**src/rtl/assert_macros.svh**
```systemverilog
// assertion helpers, sampled on clk, disabled while arst_n is low
`ifndef ASSERT_MACROS_SVH
`define ASSERT_MACROS_SVH

`define RAU_ASSERT(lbl, prop, msg) \
	lbl: assert property (@(posedge clk) disable iff (!arst_n) (prop)) else $error(msg);

`define RAU_ASSERT_NEXT(lbl, pre, post, msg) \
	lbl: assert property (@(posedge clk) disable iff (!arst_n) (pre) |=> (post)) else $error(msg);

`endif

```
**src/rtl/rau_pkg.sv**
```systemverilog
`default_nettype none

package rau_pkg;

	localparam int DATA_WIDTH_DEF = 32;
	localparam int FIELD_W        = 32;
	localparam int CMD_W          = 3;

	localparam logic [CMD_W-1:0] CMD_ADD  = 3'd0;
	localparam logic [CMD_W-1:0] CMD_SUB  = 3'd1;
	localparam logic [CMD_W-1:0] CMD_MUL  = 3'd2;
	localparam logic [CMD_W-1:0] CMD_DIV  = 3'd3;
	localparam logic [CMD_W-1:0] CMD_LT   = 3'd4;
	localparam logic [CMD_W-1:0] CMD_GT   = 3'd5;
	localparam logic [CMD_W-1:0] CMD_EQ   = 3'd6;
	localparam logic [CMD_W-1:0] CMD_RSVD = 3'd7;

	typedef enum logic [1:0] {
		MSEL_P0,
		MSEL_P1,
		MSEL_P2
	} msel_t;

	typedef enum logic [8:0] {
		ST_IDLE   = 9'b000000001,
		ST_DECODE = 9'b000000010,
		ST_GCD    = 9'b000000100,
		ST_DIVA   = 9'b000001000,
		ST_DIVB   = 9'b000010000,
		ST_MUL0   = 9'b000100000,
		ST_MUL1   = 9'b001000000,
		ST_MUL2   = 9'b010000000,
		ST_FINISH = 9'b100000000
	} state_t;

	typedef struct packed {
		logic       load;
		logic       gcd_step;
		logic       div_load_a;
		logic       div_load_b;
		logic       div_step;
		logic       qa_save;
		logic       qb_save;
		logic       mul_en;
		msel_t      mul_sel;
		logic       finish;
	} dp_cmd_t;

	typedef struct packed {
		logic [CMD_W-1:0] cmd;
		logic             den_zero;
		logic             den_eq;
		logic             gcd_done;
		logic             div_done;
	} dp_sts_t;

endpackage

`default_nettype wire

```
**src/rtl/rau_ctrl.sv**
```systemverilog
`default_nettype none

module rau_ctrl (
	input  logic              clk,
	input  logic              arst_n,
	input  logic              start,
	output logic              busy,
	input  rau_pkg::dp_sts_t  sts,
	output rau_pkg::dp_cmd_t  dcmd
);

`include "assert_macros.svh"

	rau_pkg::state_t state_q;
	rau_pkg::state_t state_nx;
	logic            addsub;

	assign addsub = (sts.cmd == rau_pkg::CMD_ADD) || (sts.cmd == rau_pkg::CMD_SUB);
	assign busy   = (state_q != rau_pkg::ST_IDLE);

	always_ff @(posedge clk or negedge arst_n) begin
		if (!arst_n) begin
			state_q <= rau_pkg::ST_IDLE;
		end else begin
			state_q <= state_nx;
		end
	end

	always_comb begin
		state_nx     = state_q;
		dcmd         = '0;
		dcmd.mul_sel = rau_pkg::MSEL_P0;
		unique case (state_q)
			rau_pkg::ST_IDLE: begin
				if (start) begin
					dcmd.load = 1'b1;
					state_nx  = rau_pkg::ST_DECODE;
				end
			end
			rau_pkg::ST_DECODE: begin
				if (sts.cmd == rau_pkg::CMD_RSVD || sts.den_zero || (addsub && sts.den_eq)) begin
					state_nx = rau_pkg::ST_FINISH;
				end else if (addsub) begin
					state_nx = rau_pkg::ST_GCD;
				end else begin
					state_nx = rau_pkg::ST_MUL0;
				end
			end
			rau_pkg::ST_GCD: begin
				if (sts.gcd_done) begin
					dcmd.div_load_a = 1'b1;
					state_nx        = rau_pkg::ST_DIVA;
				end else begin
					dcmd.gcd_step = 1'b1;
				end
			end
			rau_pkg::ST_DIVA: begin
				if (sts.div_done) begin
					dcmd.qa_save    = 1'b1;
					dcmd.div_load_b = 1'b1;
					state_nx        = rau_pkg::ST_DIVB;
				end else begin
					dcmd.div_step = 1'b1;
				end
			end
			rau_pkg::ST_DIVB: begin
				if (sts.div_done) begin
					dcmd.qb_save = 1'b1;
					state_nx     = rau_pkg::ST_MUL0;
				end else begin
					dcmd.div_step = 1'b1;
				end
			end
			rau_pkg::ST_MUL0: begin
				dcmd.mul_en  = 1'b1;
				dcmd.mul_sel = rau_pkg::MSEL_P0;
				state_nx     = rau_pkg::ST_MUL1;
			end
			rau_pkg::ST_MUL1: begin
				dcmd.mul_en  = 1'b1;
				dcmd.mul_sel = rau_pkg::MSEL_P1;
				state_nx     = addsub ? rau_pkg::ST_MUL2 : rau_pkg::ST_FINISH;
			end
			rau_pkg::ST_MUL2: begin
				dcmd.mul_en  = 1'b1;
				dcmd.mul_sel = rau_pkg::MSEL_P2;
				state_nx     = rau_pkg::ST_FINISH;
			end
			rau_pkg::ST_FINISH: begin
				dcmd.finish = 1'b1;
				state_nx    = rau_pkg::ST_IDLE;
			end
			default: begin
				state_nx = rau_pkg::ST_IDLE;
			end
		endcase
	end

	// result strobe is never high on consecutive clocks
	`RAU_ASSERT_NEXT(a_finish_single, dcmd.finish, !dcmd.finish, "finish held two cycles")
	// multiplies never start on a zero denominator
	`RAU_ASSERT(a_mul_den_ok, (state_q != rau_pkg::ST_MUL0) || !sts.den_zero, "multiply with zero denominator")
	// gcd only runs for add and subtract
	`RAU_ASSERT(a_gcd_addsub, (state_q != rau_pkg::ST_GCD) || addsub, "gcd for non add/sub operation")

endmodule

`default_nettype wire

```
**src/rtl/rau_dp.sv**
```systemverilog
`default_nettype none

module rau_dp #(
	parameter int DATA_WIDTH = rau_pkg::DATA_WIDTH_DEF
) (
	input  logic                           clk,
	input  logic                           arst_n,
	input  rau_pkg::dp_cmd_t               dcmd,
	output rau_pkg::dp_sts_t               sts,
	input  logic [rau_pkg::CMD_W-1:0]      cmd,
	input  logic signed [rau_pkg::FIELD_W-1:0] num_a,
	input  logic signed [rau_pkg::FIELD_W-1:0] den_a,
	input  logic signed [rau_pkg::FIELD_W-1:0] num_b,
	input  logic signed [rau_pkg::FIELD_W-1:0] den_b,
	output logic                           done,
	output logic signed [rau_pkg::FIELD_W-1:0] res_num,
	output logic signed [rau_pkg::FIELD_W-1:0] res_den,
	output logic                           res_flag,
	output logic                           status
);

	localparam int W  = DATA_WIDTH;
	localparam int FW = rau_pkg::FIELD_W;
	localparam int CW = $clog2(W + 1);
	localparam int KW = $clog2(W);

	logic [rau_pkg::CMD_W-1:0] cmd_q;
	logic signed [W-1:0]       na_q, da_q, nb_q, db_q;
	logic [W-1:0]              ma_q, mb_q;
	logic [W-1:0]              u_q, v_q;
	logic [KW-1:0]             k_q;
	logic [W-1:0]              rem_q, quo_q, dsr_q;
	logic [CW-1:0]             cnt_q;
	logic [W-1:0]              qa_q, qb_q;
	logic signed [2*W-1:0]     prod0_q, prod1_q;
	logic [W-1:0]              prod2_q;
	logic signed [W-1:0]       rn_q, rd_q;
	logic                      fl_q, st_q, done_q;

	logic [W-1:0]              da_in, db_in, abs_da, abs_db;
	logic [W-1:0]              u_nx, v_nx;
	logic [KW-1:0]             k_nx;
	logic [W:0]                trial;
	logic [W-1:0]              rem_nx, quo_nx;
	logic signed [W-1:0]       mop_a, mop_b;
	logic signed [2*W-1:0]     mprod;
	logic                      addsub, is_mul, den_zero;
	logic [W-1:0]              ta, tb;
	logic                      p_lt, p_eq, sgn_neg, lt, gt;
	logic [W-1:0]              rn, rd;
	logic                      fl, st;

	assign da_in  = den_a[W-1:0];
	assign db_in  = den_b[W-1:0];
	assign abs_da = da_in[W-1] ? (~da_in + W'(1)) : da_in;
	assign abs_db = db_in[W-1] ? (~db_in + W'(1)) : db_in;

	assign addsub   = (cmd_q == rau_pkg::CMD_ADD) || (cmd_q == rau_pkg::CMD_SUB);
	assign is_mul   = (cmd_q == rau_pkg::CMD_MUL);
	assign den_zero = (da_q == '0) || (db_q == '0);

	assign sts.cmd      = cmd_q;
	assign sts.den_zero = den_zero;
	assign sts.den_eq   = (da_q == db_q);
	assign sts.gcd_done = (u_q == v_q);
	assign sts.div_done = (cnt_q == CW'(W));

	// binary gcd step, common powers of two counted in k
	always_comb begin
		u_nx = u_q;
		v_nx = v_q;
		k_nx = k_q;
		priority if (u_q == v_q) begin
			u_nx = u_q;
		end else if (!u_q[0] && !v_q[0]) begin
			u_nx = u_q >> 1;
			v_nx = v_q >> 1;
			k_nx = k_q + KW'(1);
		end else if (!u_q[0]) begin
			u_nx = u_q >> 1;
		end else if (!v_q[0]) begin
			v_nx = v_q >> 1;
		end else if (u_q > v_q) begin
			u_nx = (u_q - v_q) >> 1;
		end else begin
			v_nx = (v_q - u_q) >> 1;
		end
	end

	// restoring divider, one quotient bit per cycle
	always_comb begin
		trial = {rem_q, quo_q[W-1]} - {1'b0, dsr_q};
		if (!trial[W]) begin
			rem_nx = trial[W-1:0];
			quo_nx = {quo_q[W-2:0], 1'b1};
		end else begin
			rem_nx = {rem_q[W-2:0], quo_q[W-1]};
			quo_nx = {quo_q[W-2:0], 1'b0};
		end
	end

	always_comb begin
		mop_a = na_q;
		mop_b = db_q;
		unique case (dcmd.mul_sel)
			rau_pkg::MSEL_P0: begin
				mop_a = na_q;
				mop_b = addsub ? signed'(qb_q) : (is_mul ? nb_q : db_q);
			end
			rau_pkg::MSEL_P1: begin
				mop_a = addsub ? nb_q : da_q;
				mop_b = addsub ? signed'(qa_q) : (is_mul ? db_q : nb_q);
			end
			rau_pkg::MSEL_P2: begin
				mop_a = signed'(qa_q);
				mop_b = signed'(mb_q);
			end
			default: begin
				mop_a = na_q;
				mop_b = db_q;
			end
		endcase
	end

	assign mprod = (2*W)'(mop_a) * (2*W)'(mop_b);

	assign ta      = da_q[W-1] ? (W'(0) - prod0_q[W-1:0]) : prod0_q[W-1:0];
	assign tb      = db_q[W-1] ? (W'(0) - prod1_q[W-1:0]) : prod1_q[W-1:0];
	assign p_lt    = (prod0_q < prod1_q);
	assign p_eq    = (prod0_q == prod1_q);
	assign sgn_neg = da_q[W-1] ^ db_q[W-1];
	assign lt      = sgn_neg ? (!p_lt && !p_eq) : p_lt;
	assign gt      = sgn_neg ? p_lt : (!p_lt && !p_eq);

	always_comb begin
		rn = '0;
		rd = '0;
		fl = 1'b0;
		st = 1'b0;
		if (den_zero && cmd_q != rau_pkg::CMD_RSVD) begin
			st = 1'b1;
		end else begin
			unique case (cmd_q)
				rau_pkg::CMD_ADD: begin
					rn = sts.den_eq ? W'(na_q + nb_q) : (ta + tb);
					rd = sts.den_eq ? da_q : prod2_q;
				end
				rau_pkg::CMD_SUB: begin
					rn = sts.den_eq ? W'(na_q - nb_q) : (ta - tb);
					rd = sts.den_eq ? da_q : prod2_q;
				end
				rau_pkg::CMD_MUL, rau_pkg::CMD_DIV: begin
					rn = prod0_q[W-1:0];
					rd = prod1_q[W-1:0];
				end
				rau_pkg::CMD_LT: fl = lt;
				rau_pkg::CMD_GT: fl = gt;
				rau_pkg::CMD_EQ: fl = p_eq;
				default: begin
					st = 1'b0;
				end
			endcase
		end
	end

	always_ff @(posedge clk or negedge arst_n) begin
		if (!arst_n) begin
			cnt_q  <= '0;
			done_q <= 1'b0;
		end else begin
			done_q <= dcmd.finish;
			if (dcmd.div_load_a || dcmd.div_load_b) begin
				cnt_q <= '0;
			end else if (dcmd.div_step) begin
				cnt_q <= cnt_q + CW'(1);
			end
		end
	end

	always_ff @(posedge clk) begin
		if (dcmd.load) begin
			cmd_q <= cmd;
			na_q  <= num_a[W-1:0];
			da_q  <= da_in;
			nb_q  <= num_b[W-1:0];
			db_q  <= db_in;
			ma_q  <= abs_da;
			mb_q  <= abs_db;
			u_q   <= abs_da;
			v_q   <= abs_db;
			k_q   <= '0;
		end else if (dcmd.gcd_step) begin
			u_q <= u_nx;
			v_q <= v_nx;
			k_q <= k_nx;
		end
		if (dcmd.div_load_a) begin
			quo_q <= ma_q;
			rem_q <= '0;
			dsr_q <= u_q << k_q;
		end else if (dcmd.div_load_b) begin
			quo_q <= mb_q;
			rem_q <= '0;
		end else if (dcmd.div_step) begin
			quo_q <= quo_nx;
			rem_q <= rem_nx;
		end
		if (dcmd.qa_save) begin
			qa_q <= quo_q;
		end
		if (dcmd.qb_save) begin
			qb_q <= quo_q;
		end
		if (dcmd.mul_en) begin
			unique case (dcmd.mul_sel)
				rau_pkg::MSEL_P0: prod0_q <= mprod;
				rau_pkg::MSEL_P1: prod1_q <= mprod;
				rau_pkg::MSEL_P2: prod2_q <= mprod[W-1:0];
				default: prod2_q <= prod2_q;
			endcase
		end
		if (dcmd.finish) begin
			rn_q <= rn;
			rd_q <= rd;
			fl_q <= fl;
			st_q <= st;
		end
	end

	assign done     = done_q;
	assign res_num  = FW'(rn_q);
	assign res_den  = FW'(rd_q);
	assign res_flag = fl_q;
	assign status   = st_q;

endmodule

`default_nettype wire

```
**src/rtl/rational_arithmetic_unit.sv**
```systemverilog
// channel   direction  ports                                   transfer
// command   in         start, busy, cmd, num_a, den_a,         start high, busy low
//                      num_b, den_b
// result    out        done, res_num, res_den, res_flag,       done high, one cycle
//                      status
//
// add/sub with unequal denominators: binary gcd, two restoring divisions, three
//   multiplies; mul, div and compares use two multiplies; errors go straight
//   to the result
// one shared multiplier and one divider, items are worked one at a time
// arst_n clears the controller and the result strobe
// the receiver cannot stall; a new command is taken in the cycle done is shown
`default_nettype none

module rational_arithmetic_unit #(
	parameter int DATA_WIDTH = rau_pkg::DATA_WIDTH_DEF
) (
	input  logic                               clk,
	input  logic                               arst_n,
	input  logic                               start,
	output logic                               busy,
	input  logic [rau_pkg::CMD_W-1:0]          cmd,
	input  logic signed [rau_pkg::FIELD_W-1:0] num_a,
	input  logic signed [rau_pkg::FIELD_W-1:0] den_a,
	input  logic signed [rau_pkg::FIELD_W-1:0] num_b,
	input  logic signed [rau_pkg::FIELD_W-1:0] den_b,
	output logic                               done,
	output logic signed [rau_pkg::FIELD_W-1:0] res_num,
	output logic signed [rau_pkg::FIELD_W-1:0] res_den,
	output logic                               res_flag,
	output logic                               status
);

	rau_pkg::dp_cmd_t dcmd;
	rau_pkg::dp_sts_t sts;

	rau_ctrl u_ctrl (
		.clk    (clk),
		.arst_n (arst_n),
		.start  (start),
		.busy   (busy),
		.sts    (sts),
		.dcmd   (dcmd)
	);

	rau_dp #(
		.DATA_WIDTH (DATA_WIDTH)
	) u_dp (
		.clk      (clk),
		.arst_n   (arst_n),
		.dcmd     (dcmd),
		.sts      (sts),
		.cmd      (cmd),
		.num_a    (num_a),
		.den_a    (den_a),
		.num_b    (num_b),
		.den_b    (den_b),
		.done     (done),
		.res_num  (res_num),
		.res_den  (res_den),
		.res_flag (res_flag),
		.status   (status)
	);

endmodule

`default_nettype wire
```
**config.mk**
```make
export PLATFORM = sky130hd
export DESIGN_NAME = rational_arithmetic_unit
export DESIGN_NICKNAME = d
export VERILOG_FILES = /design/src/rtl/rau_pkg.sv /design/src/rtl/rau_ctrl.sv /design/src/rtl/rau_dp.sv /design/src/rtl/rational_arithmetic_unit.sv
export VERILOG_INCLUDE_DIRS = /design/src /design/src/rtl
export SDC_FILE = /design/constraint.sdc
export NUM_CORES = 2
export LEC_CHECK = 0
export BUFFER_PORTS_ARGS = -buffer_cell sky130_fd_sc_hd__buf_4
export CORE_MARGIN = 2
export CORE_UTILIZATION = 45
export CTS_BUF_LIST = sky130_fd_sc_hd__clkbuf_4 sky130_fd_sc_hd__clkbuf_8
export CTS_CLUSTER_SIZE = 25
export DETAILED_ROUTE_END_ITERATION = 16
export HOLD_SLACK_MARGIN = 0.08
export SYNTH_ARGS = -nofsm -noshare
export SYNTH_HDL_FRONTEND = slang
export SYNTH_HIERARCHICAL = 1
export SYNTH_SLANG_ARGS = --single-unit
export TNS_END_PERCENT = 20
```
**constraint.sdc**
```tcl
create_clock -name clk -period 19.6 [get_ports clk]
set_input_delay 3.92 -clock clk [delete_from_list [all_inputs] [get_ports clk]]
set_output_delay 3.92 -clock clk [all_outputs]
set_load 0.1 [all_outputs]
```
* Word-level counts from Yosys, hierarchy flattened
Index checks and enable logic that the tools add are counted.
** Word-level totals
- Logic and storage cells :: 175
- Output and inout port bits :: 68
- Register bits after elaboration :: 666
- Bits of input ports :: 134
** Cells by class
- Shift operators :: 1
- Multipliers :: 1
- Bitwise operators :: 4
- Equal/unequal tests :: 32
- Reductions and logical operators :: 34
- Multiplexer cells :: 61
- Add/subtract/negate cells :: 13
- Magnitude comparators :: 2
** Operator list (count)
- $mux 32 :: 30
- $pmux 32 s3 :: 2
- $pmux 32 s2 :: 2
- $sub 32x32->32 :: 4
- $pmux 9 s8 :: 1
- $add 32x1->32 const B :: 2
- $add 32x32->32 :: 2
- $eq 32x32->1 :: 2
- $eq 64x64->1 :: 1
- $logic_not 32->1 :: 2
- $lt 64x64->1 :: 1
- $mul 32x32->64 :: 1
- $not 32->32 :: 2
- $sub 1x32->32 const A :: 2
- $mux 9 :: 6
- $sub 33x32->33 :: 1
- $gt 32x32->1 :: 1
- $shl 32x5->32 :: 1
- $mux 6 :: 3
- $mux 1 :: 14
- $eq 3x3->1 const B :: 4
- $ne 4x4->1 const B :: 3
- $reduce_and 4->1 :: 3
- $ne 2x2->1 const B :: 5
- 33 further kinds :: 53

* Logic depth before layout (Yosys ltp)
- Depth in word-level cells :: 8
- Mapped depth :: 41
- Gate-level depth less buffers :: 37

* Hierarchy
Netlist, hierarchy kept.
** Modules (own cells, without submodules)
- rau_dp :: area an instance 78237.5 um^2, cells an instance 8340, times used 1, seq. area each 19263.5 um^2
- rau_ctrl :: area an instance 640.6 um^2, cells an instance 69, times used 1, seq. area each 226.5 um^2

* Least setup slack after synthesis
OpenSTA, ideal clock, no wires.
- Path kind :: input -> register
- Start point :: input start
- End point :: register u_dp.v_q[10] (enable)
- Stages on the path :: 7
- Buffers on the path :: 3
- Setup time :: 462 ps
- Data required time :: 19138 ps
- Path slack :: 5170 ps
- Data arrival time :: 13968 ps
- Path through :: inv_1 nor2_1 clkbuf_1 inv_1 clkbuf_1 clkbuf_1 o21ai_0
** RTL lines
- from (decl) :: RTL line rational_arithmetic_unit.sv:20 : input logic start,
- to (signal assigned) :: RTL line rau_dp.sv:190 : v_q <= abs_db;
- to (signal assigned) :: RTL line rau_dp.sv:194 : v_q <= v_nx;
- to (decl) :: RTL line rau_dp.sv:30 : logic [W-1:0] u_q, v_q;

==> run metrics <==
status=completed; Avg Inst Size Synth=9.38 sq um; Resized cells post-CTS=0; CTS Buffer Depth=3; total area of sequential cells=19500 sq um; register area share after synthesis=24.7%; Critical Path RT=around 20000 ps; routed vias=63.7k; global-route wire length before repair=roughly 430 mm; WL/cell=26.8 um; number of buffers inserted by port buffering=approximately 200; Yosys warning count=6; Post-synth EDFFs=just over 600; endpoint class of the critical path=register; worst hold path class=reg -> reg; Die Area=179000 sq um; ys async rst share=around 2.4%; NumNets Final=10.2k; Worst Max-Slew Pin Slew=1290 ps; register bit count reported by yosys=664; CTS tree=done; grt total ovfl=0; Syn Nets=10.1k; H-tree depth=3; clock sinks=664; initial antenna violation count=21; number of detailed-route iterations in the first pass=8; mapped cell area=about 80000 sq um; Startpoint Class=register; Max stage delay on crit path=1110 ps; Area Growth Syn to Fin=8.66%; Post CTS Setup Buffer Count=0; die height=between 400 and 500 um; layout cell share with drive strength beyond 1=7.88%; MaxCap Viol Count=0; initial detailed-routing violation count=7143; Crit path arrival time=13400 ps; CP Max Fanout=59; Site Rows=between 150 and 200; synthesized instance count=8409; largest net degree at the start of global routing=97; antenna-violating nets left=0; clock skew=71.7 ps; Worst path most repeated cell=fa_1; vias in the first global route=64.7k; Synth cell types=93; unrepaired setup endpoints after global routing=no; CTS buffer count=117; Final HPWL DP=229 mm; worst skew pair latency=950 ps; RePlAce Congestion=1.00; final WL=roughly 290 mm; final slew viol count=0; final-layout fill cell count=about 16k; maximum operating frequency=78.3 MHz; Worst path slowest cell=fa_1; final setup fails=0; Relative slew margins=14.2%; CTS clk-pin slew, worst paths=70 ps; Main synth FF type=edfxtp_1; CTS Hold Bufs=0; gr usage total=32.5%; Crit path max-delay family=adder cells; # IOs=just over 200; Final Hold Fails=0; reg2reg setup slack=6830 ps; final period utilization=roughly 65%; Root Buffer=clkbuf_8; critical path class=reg -> reg; Final TNS setup=0 ps; multi-input logic area=53100 sq um; Buf/Inv on CP=8; via-per-instance ratio=~6; Initial Utilization=~45%; DRC viols=0; core area=174000 sq um; DIE WIDTH=about 420 um; Largest regs=u_dp/prod0_q: 64 flops, u_dp/prod1_q: 64 flops; min Tclk post-route=roughly 13000 ps
cells in the final DEF, fill, tap and decap left out, drive strengths merged, types with 152 or more instances in the layout:
cell type,Yosys,final
fa,1089,1089
buf,39,345
a21oi,459,459
xnor2,295,295
nand2,886,886
edfxtp,611,611
inv,1315,1320
ha,479,479
clkbuf,384,152
nor2,947,947
o21ai,368,368
metal layers:
metal | routed length, um | track usage, % | up-vias
met1 | 113000 | 42.1 | 32100
li1 | - | - | 27700
met2 | 130000 | 50.6 | 3173
met4 | 19800 | 18.8 | 32
met5 | 208 | 0 | -
met3 | 27200 | 6.82 | 755
final timing paths:
check,from,end,cells past startpoint
max in group asynchronous,arst_n,u_ctrl/state_q[0],1
min in group asynchronous,arst_n,u_dp/done,1
worst max register to register,u_ctrl/state_q[8],u_dp/prod0_q[63],36
worst min register to register,u_dp/quo_q[20],u_dp/qb_q[20],0
worst max-delay path,u_ctrl/state_q[8],u_dp/prod0_q[63],36
worst min-delay path,u_dp/quo_q[20],u_dp/qb_q[20],0
per-stage QoR:
| stage | utilization (%) | instance area [sq um] | hold WS [ps] | setup slack, ps | instances |
|---|---|---|---|---|---|
| after floorplan | - | 78900 | 444 | 5170 | 8409 |
| final | 49.3 | 85700 | 463 | 6830 | 10900 |
| after CTS | 49.2 | 85700 | 463 | 6990 | 10900 |
| after global placement | 47.7 | 83000 | 454 | 7170 | 10700 |
| after global routing | 49.3 | 85700 | 480 | 6230 | 10900 |
| after detailed placement | 47.7 | 83000 | 467 | 7030 | 10700 |
final cells by class:
class | instances | area share (%)
Multi-Input combinational cell | 6005 | 61.9
Sequential cell | 664 | 22.7
Clock inverter | 57 | 0.907
Tap cell | 2325 | 3.39
Inverter | 1317 | 5.77
Timing Repair Buffer | 345 | 3.02
Clock buffer | 152 | 2.22
Antenna cell | 5 | 0.0146
synth_stat cells (all sizes together), types with 28 or more instances:
cell	instances	area [sq um]
fa	1089	21800
nand4	56	357
nand2	886	3330
mux2i	120	1200
a22o	51	447
edfxtp	611	18300
a21o	144	1080
ha	479	5990
a21oi	459	2300
a222oi	28	280
nand3	53	265
nor2	947	3550
or3	50	323
a221oi	47	424
o31ai	52	404
a22oi	60	450
xor2	84	736
a31oi	34	213
xnor2	295	2590
buf	39	168
clkbuf	384	1440
and2	39	244
inv	1315	4940
nor2b	40	250
nor3	89	479
a211oi	45	338
o21a	52	390
o21bai	45	338
dfxtp	37	741
o21ai	368	1850
nand2b	59	369
nor4	48	300
cells by family after synthesis:
kind of cell	share of synthesized area, %
compound gates	12.6
xor+xnor	4.22
fa+ha+maj	35.2
buf+inv	8.31
flops	24.7
mux	2.08
simple gates	12.9
Power is not shown: default switching activity piles up to over one toggle a cycle in this logic, so the estimate is an artifact.
